`config.mk`:
```
export PLATFORM = sky130hd
export DESIGN_NAME = base64url_stream_encoder_core
export DESIGN_NICKNAME = d
export VERILOG_FILES = /design/src/hdl/b64u_pkg.sv /design/src/hdl/base64url_stream_encoder_core.sv /design/src/hdl/b64u_front.sv /design/src/hdl/b64u_queue.sv /design/src/hdl/b64u_back.sv
export SDC_FILE = /design/constraint.sdc
export NUM_CORES = 1
export LEC_CHECK = 0
export CAP_MARGIN = 25
export CORE_UTILIZATION = 37
export DETAILED_ROUTE_END_ITERATION = 8
export DONT_BUFFER_PORTS = 1
export SYNTH_ARGS = -nofsm -noshare
export SYNTH_HDL_FRONTEND = slang
export SYNTH_SLANG_ARGS = --single-unit
```
`constraint.sdc`:
```
create_clock -name i_clk -period 3.45 [get_ports i_clk]
set_input_delay 0 -clock i_clk [delete_from_list [all_inputs] [get_ports i_clk]]
set_output_delay 0 -clock i_clk [all_outputs]
set_load 0.01 [all_outputs]
```
`src/hdl/b64u_pkg.sv`:
```
package b64u_pkg;

    localparam int unsigned BYTE_W    = 8;
    localparam int unsigned GROUP_W   = 3 * BYTE_W;
    localparam int unsigned Q_DEPTH   = 2;
    localparam int unsigned Q_PTR_W   = $clog2(Q_DEPTH);
    localparam int unsigned Q_CNT_W   = $clog2(Q_DEPTH + 1);

    localparam logic [7:0] PAD_CHAR   = 8'h3D;  // '='
    localparam logic [7:0] DASH_CHAR  = 8'h2D;  // '-'
    localparam logic [7:0] UNDER_CHAR = 8'h5F;  // '_'

    // Number of '=' characters that close a group.
    typedef enum logic [1:0] {
        PAD_NONE = 2'd0,
        PAD_ONE  = 2'd1,
        PAD_TWO  = 2'd2
    } t_pad;

    // One group of up to three bytes, first byte in the top bits.
    typedef struct packed {
        logic [GROUP_W-1:0] data;
        t_pad               pad;
        logic               last;
    } t_group;

    // Front-to-queue push.
    typedef struct packed {
        logic   valid;
        t_group grp;
    } t_push;

    function automatic logic [7:0] sextet_char(input logic [5:0] v);
        logic [7:0] c;
        c = 8'h00;
        if (v < 6'd26) begin
            c = 8'h41 + {2'b00, v};
        end else if (v < 6'd52) begin
            c = 8'h61 + {2'b00, v - 6'd26};
        end else if (v < 6'd62) begin
            c = 8'h30 + {2'b00, v - 6'd52};
        end else if (v == 6'd62) begin
            c = DASH_CHAR;
        end else begin
            c = UNDER_CHAR;
        end
        return c;
    endfunction

endpackage

```
`src/hdl/base64url_stream_encoder_core.sv`:
```
// Channel  | Dir | Beat content                          | Handshake
// ---------+-----+---------------------------------------+-------------------------------
// s_axis   | in  | tdata[7:0] raw byte, tlast final byte | tvalid & tready
// m_axis   | out | tdata[7:0] ASCII char, tlast end text | tvalid & tready
//
// The front accepts one byte per cycle while the two-entry group queue has room;
// a byte that closes a group (third byte, or the final byte) pushes one group.
// The back emits one character per cycle, while the sink is ready, from a
// registered output stage; each group yields four characters, so sustained
// rate is set by this serializer.
// The closing byte's group is written into the queue, and the first character
// is then loaded from the queue head into the registered output stage.
// Synchronous active-low reset clears held count, queue pointers, and output valid.
// Either side may stall at any time; the queue decouples the two.
module base64url_stream_encoder_core (
    input  logic       i_clk,
    input  logic       i_rst_n,
    input  logic       s_axis_tvalid,
    output logic       s_axis_tready,
    input  logic [7:0] s_axis_tdata,   // [7:0] data_byte
    input  logic       s_axis_tlast,   // is_final
    output logic       m_axis_tvalid,
    input  logic       m_axis_tready,
    output logic [7:0] m_axis_tdata,   // [7:0] out_char
    output logic       m_axis_tlast    // end_of_text
);
    import b64u_pkg::*;

    t_push  front_push;
    t_group q_head;
    logic   q_full;
    logic   q_valid;
    logic   q_pop;
    logic   in_beat;

    // Hold off input whenever the queue could not take a group.
    assign s_axis_tready = !q_full;
    assign in_beat       = s_axis_tvalid && s_axis_tready;

    b64u_front u_front (
        .i_clk    (i_clk),
        .i_rst_n  (i_rst_n),
        .i_accept (in_beat),
        .i_byte   (s_axis_tdata),
        .i_final  (s_axis_tlast),
        .o_push   (front_push)
    );

    b64u_queue u_queue (
        .i_clk    (i_clk),
        .i_rst_n  (i_rst_n),
        .i_push   (front_push),
        .i_pop    (q_pop),
        .o_full   (q_full),
        .o_valid  (q_valid),
        .o_head   (q_head)
    );

    b64u_back u_back (
        .i_clk     (i_clk),
        .i_rst_n   (i_rst_n),
        .i_q_valid (q_valid),
        .i_q_head  (q_head),
        .o_q_pop   (q_pop),
        .o_valid   (m_axis_tvalid),
        .i_ready   (m_axis_tready),
        .o_char    (m_axis_tdata),
        .o_last    (m_axis_tlast)
    );

endmodule

```
`src/hdl/b64u_front.sv`:
```
module b64u_front (
    input  logic               i_clk,
    input  logic               i_rst_n,
    input  logic               i_accept,
    input  logic [7:0]         i_byte,
    input  logic               i_final,
    output b64u_pkg::t_push    o_push
);
    import b64u_pkg::*;

    logic [7:0] r_held0, n_held0;
    logic [7:0] r_held1, n_held1;
    logic [1:0] r_cnt, n_cnt;

    always_comb begin
        n_held0      = r_held0;
        n_held1      = r_held1;
        n_cnt        = r_cnt;
        o_push.valid = 1'b0;
        o_push.grp   = '{data: '0, pad: PAD_NONE, last: 1'b0};
        if (i_accept) begin
            if (r_cnt >= 2'd2) begin
                // complete group: four characters
                o_push.valid = 1'b1;
                o_push.grp   = '{data: {r_held0, r_held1, i_byte}, pad: PAD_NONE,
                                 last: i_final};
                n_cnt        = 2'd0;
            end else if (!i_final) begin
                if (r_cnt == 2'd0) begin
                    n_held0 = i_byte;
                end else begin
                    n_held1 = i_byte;
                end
                n_cnt = r_cnt + 2'd1;
            end else begin
                o_push.valid = 1'b1;
                if (r_cnt == 2'd0) begin
                    o_push.grp = '{data: {i_byte, 16'h0000}, pad: PAD_TWO, last: 1'b1};
                end else begin
                    o_push.grp = '{data: {r_held0, i_byte, 8'h00}, pad: PAD_ONE,
                                   last: 1'b1};
                end
                n_cnt = 2'd0;
            end
        end
    end

    always_ff @(posedge i_clk) begin
        if (!i_rst_n) begin
            r_cnt <= 2'd0;
        end else begin
            r_cnt <= n_cnt;
        end
        r_held0 <= n_held0;
        r_held1 <= n_held1;
    end

endmodule

```
`src/hdl/b64u_queue.sv`:
```
module b64u_queue (
    input  logic               i_clk,
    input  logic               i_rst_n,
    input  b64u_pkg::t_push    i_push,
    input  logic               i_pop,
    output logic               o_full,
    output logic               o_valid,
    output b64u_pkg::t_group   o_head
);
    import b64u_pkg::*;

    t_group             r_mem [Q_DEPTH];
    logic [Q_PTR_W-1:0] r_wr, n_wr;
    logic [Q_PTR_W-1:0] r_rd, n_rd;
    logic [Q_CNT_W-1:0] r_cnt, n_cnt;
    logic               push_en;
    logic               pop_en;

    assign o_full  = (r_cnt == Q_CNT_W'(Q_DEPTH));
    assign o_valid = (r_cnt != '0);
    assign o_head  = r_mem[r_rd];
    assign push_en = i_push.valid && !o_full;
    assign pop_en  = i_pop && o_valid;

    always_comb begin
        n_wr  = push_en ? Q_PTR_W'(r_wr + 1'b1) : r_wr;
        n_rd  = pop_en  ? Q_PTR_W'(r_rd + 1'b1) : r_rd;
        n_cnt = r_cnt + Q_CNT_W'(push_en) - Q_CNT_W'(pop_en);
    end

    always_ff @(posedge i_clk) begin
        if (!i_rst_n) begin
            r_wr  <= '0;
            r_rd  <= '0;
            r_cnt <= '0;
        end else begin
            r_wr  <= n_wr;
            r_rd  <= n_rd;
            r_cnt <= n_cnt;
        end
        if (push_en) begin
            r_mem[r_wr] <= i_push.grp;
        end
    end

endmodule

```
`src/hdl/b64u_back.sv`:
```
module b64u_back (
    input  logic               i_clk,
    input  logic               i_rst_n,
    input  logic               i_q_valid,
    input  b64u_pkg::t_group   i_q_head,
    output logic               o_q_pop,
    output logic               o_valid,
    input  logic               i_ready,
    output logic [7:0]         o_char,
    output logic               o_last
);
    import b64u_pkg::*;

    logic [1:0] r_idx, n_idx;
    logic       r_valid, n_valid;
    logic [7:0] r_char, n_char;
    logic       r_last, n_last;
    logic       issue;
    logic [5:0] sextet;
    logic       is_pad;

    assign issue   = i_q_valid && (!r_valid || i_ready);
    assign o_q_pop = issue && (r_idx == 2'd3);

    always_comb begin
        case (r_idx)
            2'd0:    sextet = i_q_head.data[23:18];
            2'd1:    sextet = i_q_head.data[17:12];
            2'd2:    sextet = i_q_head.data[11:6];
            2'd3:    sextet = i_q_head.data[5:0];
            default: sextet = '0;
        endcase
        case (i_q_head.pad)
            PAD_ONE: is_pad = (r_idx == 2'd3);
            PAD_TWO: is_pad = (r_idx >= 2'd2);
            default: is_pad = 1'b0;
        endcase
    end

    always_comb begin
        n_idx   = r_idx;
        n_valid = r_valid;
        n_char  = r_char;
        n_last  = r_last;
        if (issue) begin
            n_idx   = r_idx + 2'd1;
            n_valid = 1'b1;
            n_char  = is_pad ? PAD_CHAR : sextet_char(sextet);
            n_last  = i_q_head.last && (r_idx == 2'd3);
        end else if (i_ready) begin
            n_valid = 1'b0;
        end
    end

    always_ff @(posedge i_clk) begin
        if (!i_rst_n) begin
            r_idx   <= 2'd0;
            r_valid <= 1'b0;
        end else begin
            r_idx   <= n_idx;
            r_valid <= n_valid;
        end
        r_char <= n_char;
        r_last <= n_last;
    end

    assign o_valid = r_valid;
    assign o_char  = r_char;
    assign o_last  = r_last;

endmodule

```
### Word-level counts from Yosys, hierarchy flattened

Memory sizes are Yosys's and may differ from the RTL's. A register that Yosys moved wholly into a read port is not among the register bits.
Index checks and enable logic that the tools add are counted.

| word-level totals | value |
|---|---|
| input bits | 13 |
| logic and storage cells | 70 |
| ROM bits | 0 |
| memories kept | 1 |
| bits in latches | 0 |
| bits in registers | 34 |
| bits in writable memories | 54 |

Memories:

| name | depth | bits a word | read ports | clocked after memory_dff | wr ports | line | source |
|---|---|---|---|---|---|---|---|
| u_queue.r_mem | 2 | 27 | 1 | 1 | 1 | b64u_queue.sv:12 | `t_group r_mem [Q_DEPTH];` |

| cells by class | value |
|---|---|
| add/sub/neg operators | 11 |
| bitwise operators | 3 |
| divide/modulo/power cells | 0 |
| reductions and logical operators | 15 |
| multiply operators | 0 |
| order comparisons | 5 |
| mux-type cells | 18 |
| equality and inequality tests | 7 |
| shifts and indexed selects | 0 |

Operator list:

| kind | count |
|---|---|
| $mux 28 | 3 |
| $mux 27 | 1 |
| $mux 8 | 3 |
| $pmux 6 s4 | 1 |
| $add 7x6->8 const A | 2 |
| $lt 6x6->1 const B | 2 |
| $eq 2x2->1 const B | 4 |
| $reduce_and 4->1 | 2 |
| $add 6x6->7 const A | 1 |
| $mux 7 | 1 |
| $eq 6x6->1 const B | 1 |
| $logic_and 1x1->1 | 6 |
| $lt 6x5->1 const B | 1 |
| $mux 1 | 6 |
| $sub 6x5->6 const B | 1 |
| $sub 6x6->6 const B | 1 |
| $add 2x1->2 const B | 2 |
| $eq 2x1->1 const B | 2 |
| $ge 2x2->1 const B | 2 |
| $logic_not 2->1 | 2 |
| $mux 2 | 2 |
| $reduce_bool 2->1 | 2 |
| $not 1->1 | 3 |
| $add 1x1->1 const B | 2 |
| other kinds (5) | 6 |

### Depth between registers and ports, before layout

| logic depth | value |
|---|---|
| depth in word-level cells | 8 |
| mapped depth | 14 |

### Cells and area by module

From an unflattened synthesis, not the netlist that was laid out.

| unflattened totals | value |
|---|---|
| cell total of the unflattened synthesis | 333 |
| area, all modules | 4529.3 µm² |

Modules (own cells, without submodules):

| module | sequential area each (µm²) | cells an instance | times used | area each (µm²) |
|---|---|---|---|---|
| b64u_queue | 1721.7 | 111 | 1 | 2288.4 |
| b64u_back | 330.3 | 150 | 1 | 1278.7 |
| b64u_front | 520.5 | 70 | 1 | 952.2 |
| base64url_stream_encoder_core | 0.0 | 2 | 1 | 10.0 |

### Worst setup path after synthesis

No wires, ideal clock.

| path | value |
|---|---|
| path type | register -> register |
| from | reg u_back.r_idx[0] |
| to | reg u_back.r_char[2], in the netlist u_back.o_char[2], data pin |
| setup time | 0.256 ns |
| clock period less this slack | 2.863 ns |
| stages on the path, launching flop included | 12 |
| arrival | 2.607 ns |
| setup slack | 0.587 ns |
| required time | 3.194 ns |
| path through | dfxtp_1 > inv_1 > ha_1 > buf_4 > or2_1 > o311ai_4 > ha_1 > nand4_1 > o21ai_1 > a21boi_2 > or3_1 > a41o_1 |

| between the ends | value |
|---|---|
| word-level cells in the longest chain between the ends | 7 |
| elaborated cells on any way between the ends | 18 |
| classes of those cells | add/sub: 5; order compare: 4; eq/ne: 3; mux: 5; reduce/logical: 1 |

Ends and longest elaborated chain:

| what | line | source |
|---|---|---|
| from (decl) | b64u_back.sv:14 | `logic [1:0] r_idx, n_idx;` |
| from (signal assigned) | b64u_back.sv:60 | `r_idx <= n_idx;` |
| $eq 2x2->1 (tied with other cells) | b64u_back.sv:26, b64u_back.sv:34 |  |
| $pmux 6 s4 | b64u_back.sv:26 | `case (r_idx)` |
| $sub 6x6->6 | b64u_pkg.sv:41 | `c = 8'h30 + {2'b00, v - 6'd52};` |
| $add 6x6->7 | b64u_pkg.sv:41 |  |
| $mux 8 | b64u_pkg.sv:40 | `end else if (v < 6'd62) begin` |
| $mux 8 | b64u_pkg.sv:38 | `end else if (v < 6'd52) begin` |
| $mux 8 | b64u_pkg.sv:36 | `if (v < 6'd26) begin` |
| to (signal assigned) | b64u_back.sv:63 | `r_char <= n_char;` |
| to (decl) | b64u_back.sv:16 | `logic [7:0] r_char, n_char;` |

Parallel ways exist; a longest one is shown, timed or not.
A chain may end at the register's enable or synchronous reset.

### Final worst setup path

| path | value |
|---|---|
| from | reg u_back.r_idx[1] |
| to | reg u_back.r_char[2], in the netlist u_back.o_char[2], data pin |

Same word-level chain as after synthesis.

==> run metrics <==
# clock sinks 89; Max Root-Sink Buffers 2; critical path's largest stage delay 0.50 ns; DRC 0; Register Area between 2000 and 3000 um2; placed cell count between 400 and 500; status completed; initial antenna violation count 0; Worst Setup End Kind flip-flop; Worst-path clk slew 0.07 ns; Fin Hold WS roughly 0.034 ns; Clock Skews between 0.008 and 0.009 ns; Setup Viol. Count Final 0; synth top area cells edfxtp_1, ha_1, dfxtp_1, a22o_1, nand2_1; antenna violation net count after detailed routing 0; synthesized instance count 322; FILL cells 992; Critical Path, Cell by Cell inv_1 > ha_1 > or2_1 > o311ai_4 > ha_1 > nand4_1 > o21ai_1 > a21boi_2 > or3_1 > a41o_1; PwrDens 613.4 nW/um2; core area around 11,000 um2; syn nets 355; CTS resizes 0; worst r2r path cells 10; minimum clock period 3.166 ns; Post-CTS Setup Bufs 0; routability congestion estimate 0.8430; mux contribution to synthesized area 2.670%; Final nets 377; vias in the first global route 2,514; Synth top area share between 50 and 60%; Synth Area in Adders between 5 and 6%; die height 108.8 um; measured slew at the worst slew-check pin 1.016 ns; Yosys top cell by area edfxtp_1; Worst R2R Start u_back.r_idx[1]$_SDFFE_PN0P_; Worst Path Required 3.56 ns; area occupied by multi-input gates 1525 um2; worst slack at placement 0.3245 ns; Iter 0 DRT Violations 166; CP arrival 3.27 ns; Buf+Inv Stages, Crit Path 1; period utilization 91.76%; gr usage total 15.17%; Mapped Avg Cell Area 13.10 um2; Final TNS setup 0 ns; share of layout cells above drive strength 1 11.75%; unrepaired setup endpoints after global routing no; Initial Util approximately two fifths; Leak Pwr 1.684 nW; router iterations before antenna repair 4; first-pass GRT wire length 13,220 um; GRT overflow 0; HP Class in2reg; Hold Path Depth 4; Slew HR 32.03%; post-route setup slack 0.2842 ns; Fmax 315.9 MHz; DR vias 2,542; largest family of logic cells by synthesized area simple AND/OR/NAND/NOR gates; fin cells 489; final WL between 8000 and 9000 um; CTS tree done; Top cell by count, worst path ha_1; Num CTS Buffers 9; ys flop type edfxtp_1; DR WL/cell 16.44 um; Setup CP Type reg2reg; I/O pin cnt 24; Synth cell types 55; H-tree depth 3; Warnings, synthesis 0; width of the die 108.8 um; Post-synth EDFFs 79; Compound-Gate Fraction of Synth Area 11.87%; Synth Cell Area 4218 um2; sequential-to-total area share from yosys stat 60.99%; startpoint class of the critical path flip-flop; Synth-to-Final Area Change 14.71%; Max IR drop VDD 0.2843 mV; r2r setup slk 0.28 ns; XOR/XNOR Fraction of Synth Area approximately 2.7%; Worst Hold Launch s_axis_tlast; via/cell ratio 5.198; Antenna Cells 0; max-slew violations 0; Max FO, Critical Path 10; detailed placement HPWL 5657 um; Yosys reg bits 89; Crit-path slowest cell o311ai_4; Hold Crit Endpoint u_front.r_cnt[0]$_SDFFE_PN0P_; post-synthesis simple-gate area fraction roughly an eighth; Hold Vio Cnt, Final 0; worst reg2reg endpoint u_back.o_char[2]$_SDFFCE_PP1P_; worst skew pair latency 0.35 ns; pin count of the biggest net entering global routing 29; input/output buffers 0; DIE AREA 11,830 um2; FFs w/ async S/R, synth 0%; Root Buffer clkbuf_16; Max-cap violations 0; num rows 38; critical path's top delay family compound AO/OA/AOI/OAI gates
==> kinds of logic (layout without fill, tap and decap cells) <==
kind of cell | after synthesis | count (layout)
simple gates | 103 | 103
buf+inv | 25 | 52
fa+ha+maj | 20 | 20
xor+xnor | 13 | 13
flops | 89 | 89
compound gates | 61 | 61
mux | 11 | 11
==> placed cells by master (no fill, tap or decap), types with 3 or more instances in the layout <==
| master | instances |
|---|---|
| edfxtp_1 | 79 |
| nand2_1 | 26 |
| ha_1 | 20 |
| a22o_1 | 17 |
| inv_1 | 15 |
| nor2_1 | 15 |
| and2_1 | 14 |
| nand3_1 | 13 |
| dlygate4sd3_1 | 13 |
| xnor2_1 | 11 |
| a22oi_1 | 10 |
| dfxtp_1 | 10 |
| nor2b_1 | 9 |
| mux2i_1 | 9 |
| clkbuf_16 | 9 |
| a21oi_1 | 8 |
| buf_4 | 7 |
| and3_1 | 4 |
| o21ai_0 | 4 |
| or2_2 | 3 |
| nor3_2 | 3 |
==> how the worst max path moves through the flow <==
stage | slack [ns] | from | to | cells past startpoint
2_1_floorplan | 0.59 | u_back.r_idx[0]$_SDFFE_PN0P_ | u_back.o_char[2]$_SDFFCE_PP1P_ | 11
3_3_place_gp | 0.36 | u_back.r_idx[1]$_SDFFE_PN0P_ | u_back.o_char[3]$_SDFFCE_PP1P_ | 11
3_5_place_dp | 0.32 | u_back.r_idx[1]$_SDFFE_PN0P_ | u_back.o_char[2]$_SDFFCE_PP1P_ | 10
4_1_cts | 0.29 | u_back.r_idx[1]$_SDFFE_PN0P_ | u_back.o_char[2]$_SDFFCE_PP1P_ | 10
5_1_grt | 0.03 | u_back.r_idx[1]$_SDFFE_PN0P_ | u_back.o_char[4]$_SDFFCE_PP1P_ | 11
6_report | 0.28 | u_back.r_idx[1]$_SDFFE_PN0P_ | u_back.o_char[2]$_SDFFCE_PP1P_ | 10
==> through the flow <==
step	area (um2)	utilization (%)	power, mW
after global placement	4388	39.95	1.932
after global routing	4838	44.05	3.127
after detailed placement	4388	39.95	1.937
after floorplan	4218	-	1.811
after CTS	4838	44.05	2.998
final	4838	44.05	2.968
==> layer usage <==
metal	GRT usage, %	up-vias	wire length [um]
met2	22.88	59	3625
met3	4.483	12	346
met4	6.081	0	168
li1	-	1260	-
met5	0	-	0
met1	20.40	1211	3900
==> power breakdown <==
part           total (mW)  switching, mW  internal, mW
Sequential           1.30         0.0349          1.26
Clock                1.03          0.451         0.583
Combinational       0.634          0.375         0.259
==> cell usage after synthesis, types with 3 or more instances <==
master	number
and2_1	14
nand2_1	26
mux2i_1	9
nor2_1	16
a21oi_1	8
nor2b_1	10
and3_1	4
edfxtp_1	79
a22o_1	17
o21ai_0	4
or2_2	3
dfxtp_1	10
buf_4	3
nand3_1	13
inv_1	15
nor3_2	3
xnor2_1	11
a22oi_1	10
ha_1	20
==> timing repair <==
action,4_1_cts,5_1_grt
setup endpoints to repair,0,0
hold endpoints to repair,76,0
hold buffers,13,0
==> worst min-delay path, delay by kind of cell <==
kind | cells | cell delay (ns)
AOI/OAI and AO/OA | 1 | 0.11
and+or+nand+nor | 3 | 0.22
==> flip-flops by register name, summed over array words and instances, names as in the netlist, named ones only <==
name,flops
u_queue.r_mem,54
u_front.r_held1,8
u_front.r_cnt,2
u_back.o_valid,1
u_back.o_char,8
u_queue.r_wr,1
u_front.r_held0,8
u_queue.r_rd,1
u_back.r_idx,2
u_back.o_last,1
u_queue.r_cnt,2
==> layout make-up <==
| type | count | share of cell area (%) |
|---|---|---|
| flip-flops and latches | 89 | 53.17 |
| clock buffers | 9 | 4.655 |
| inverters | 16 | 1.293 |
| well taps | 140 | 3.620 |
| clock inverters | 7 | 1.965 |
| multi-input cells | 208 | 31.52 |
| repair buffers | 20 | 3.776 |
Power figures use the tool's default switching activity.
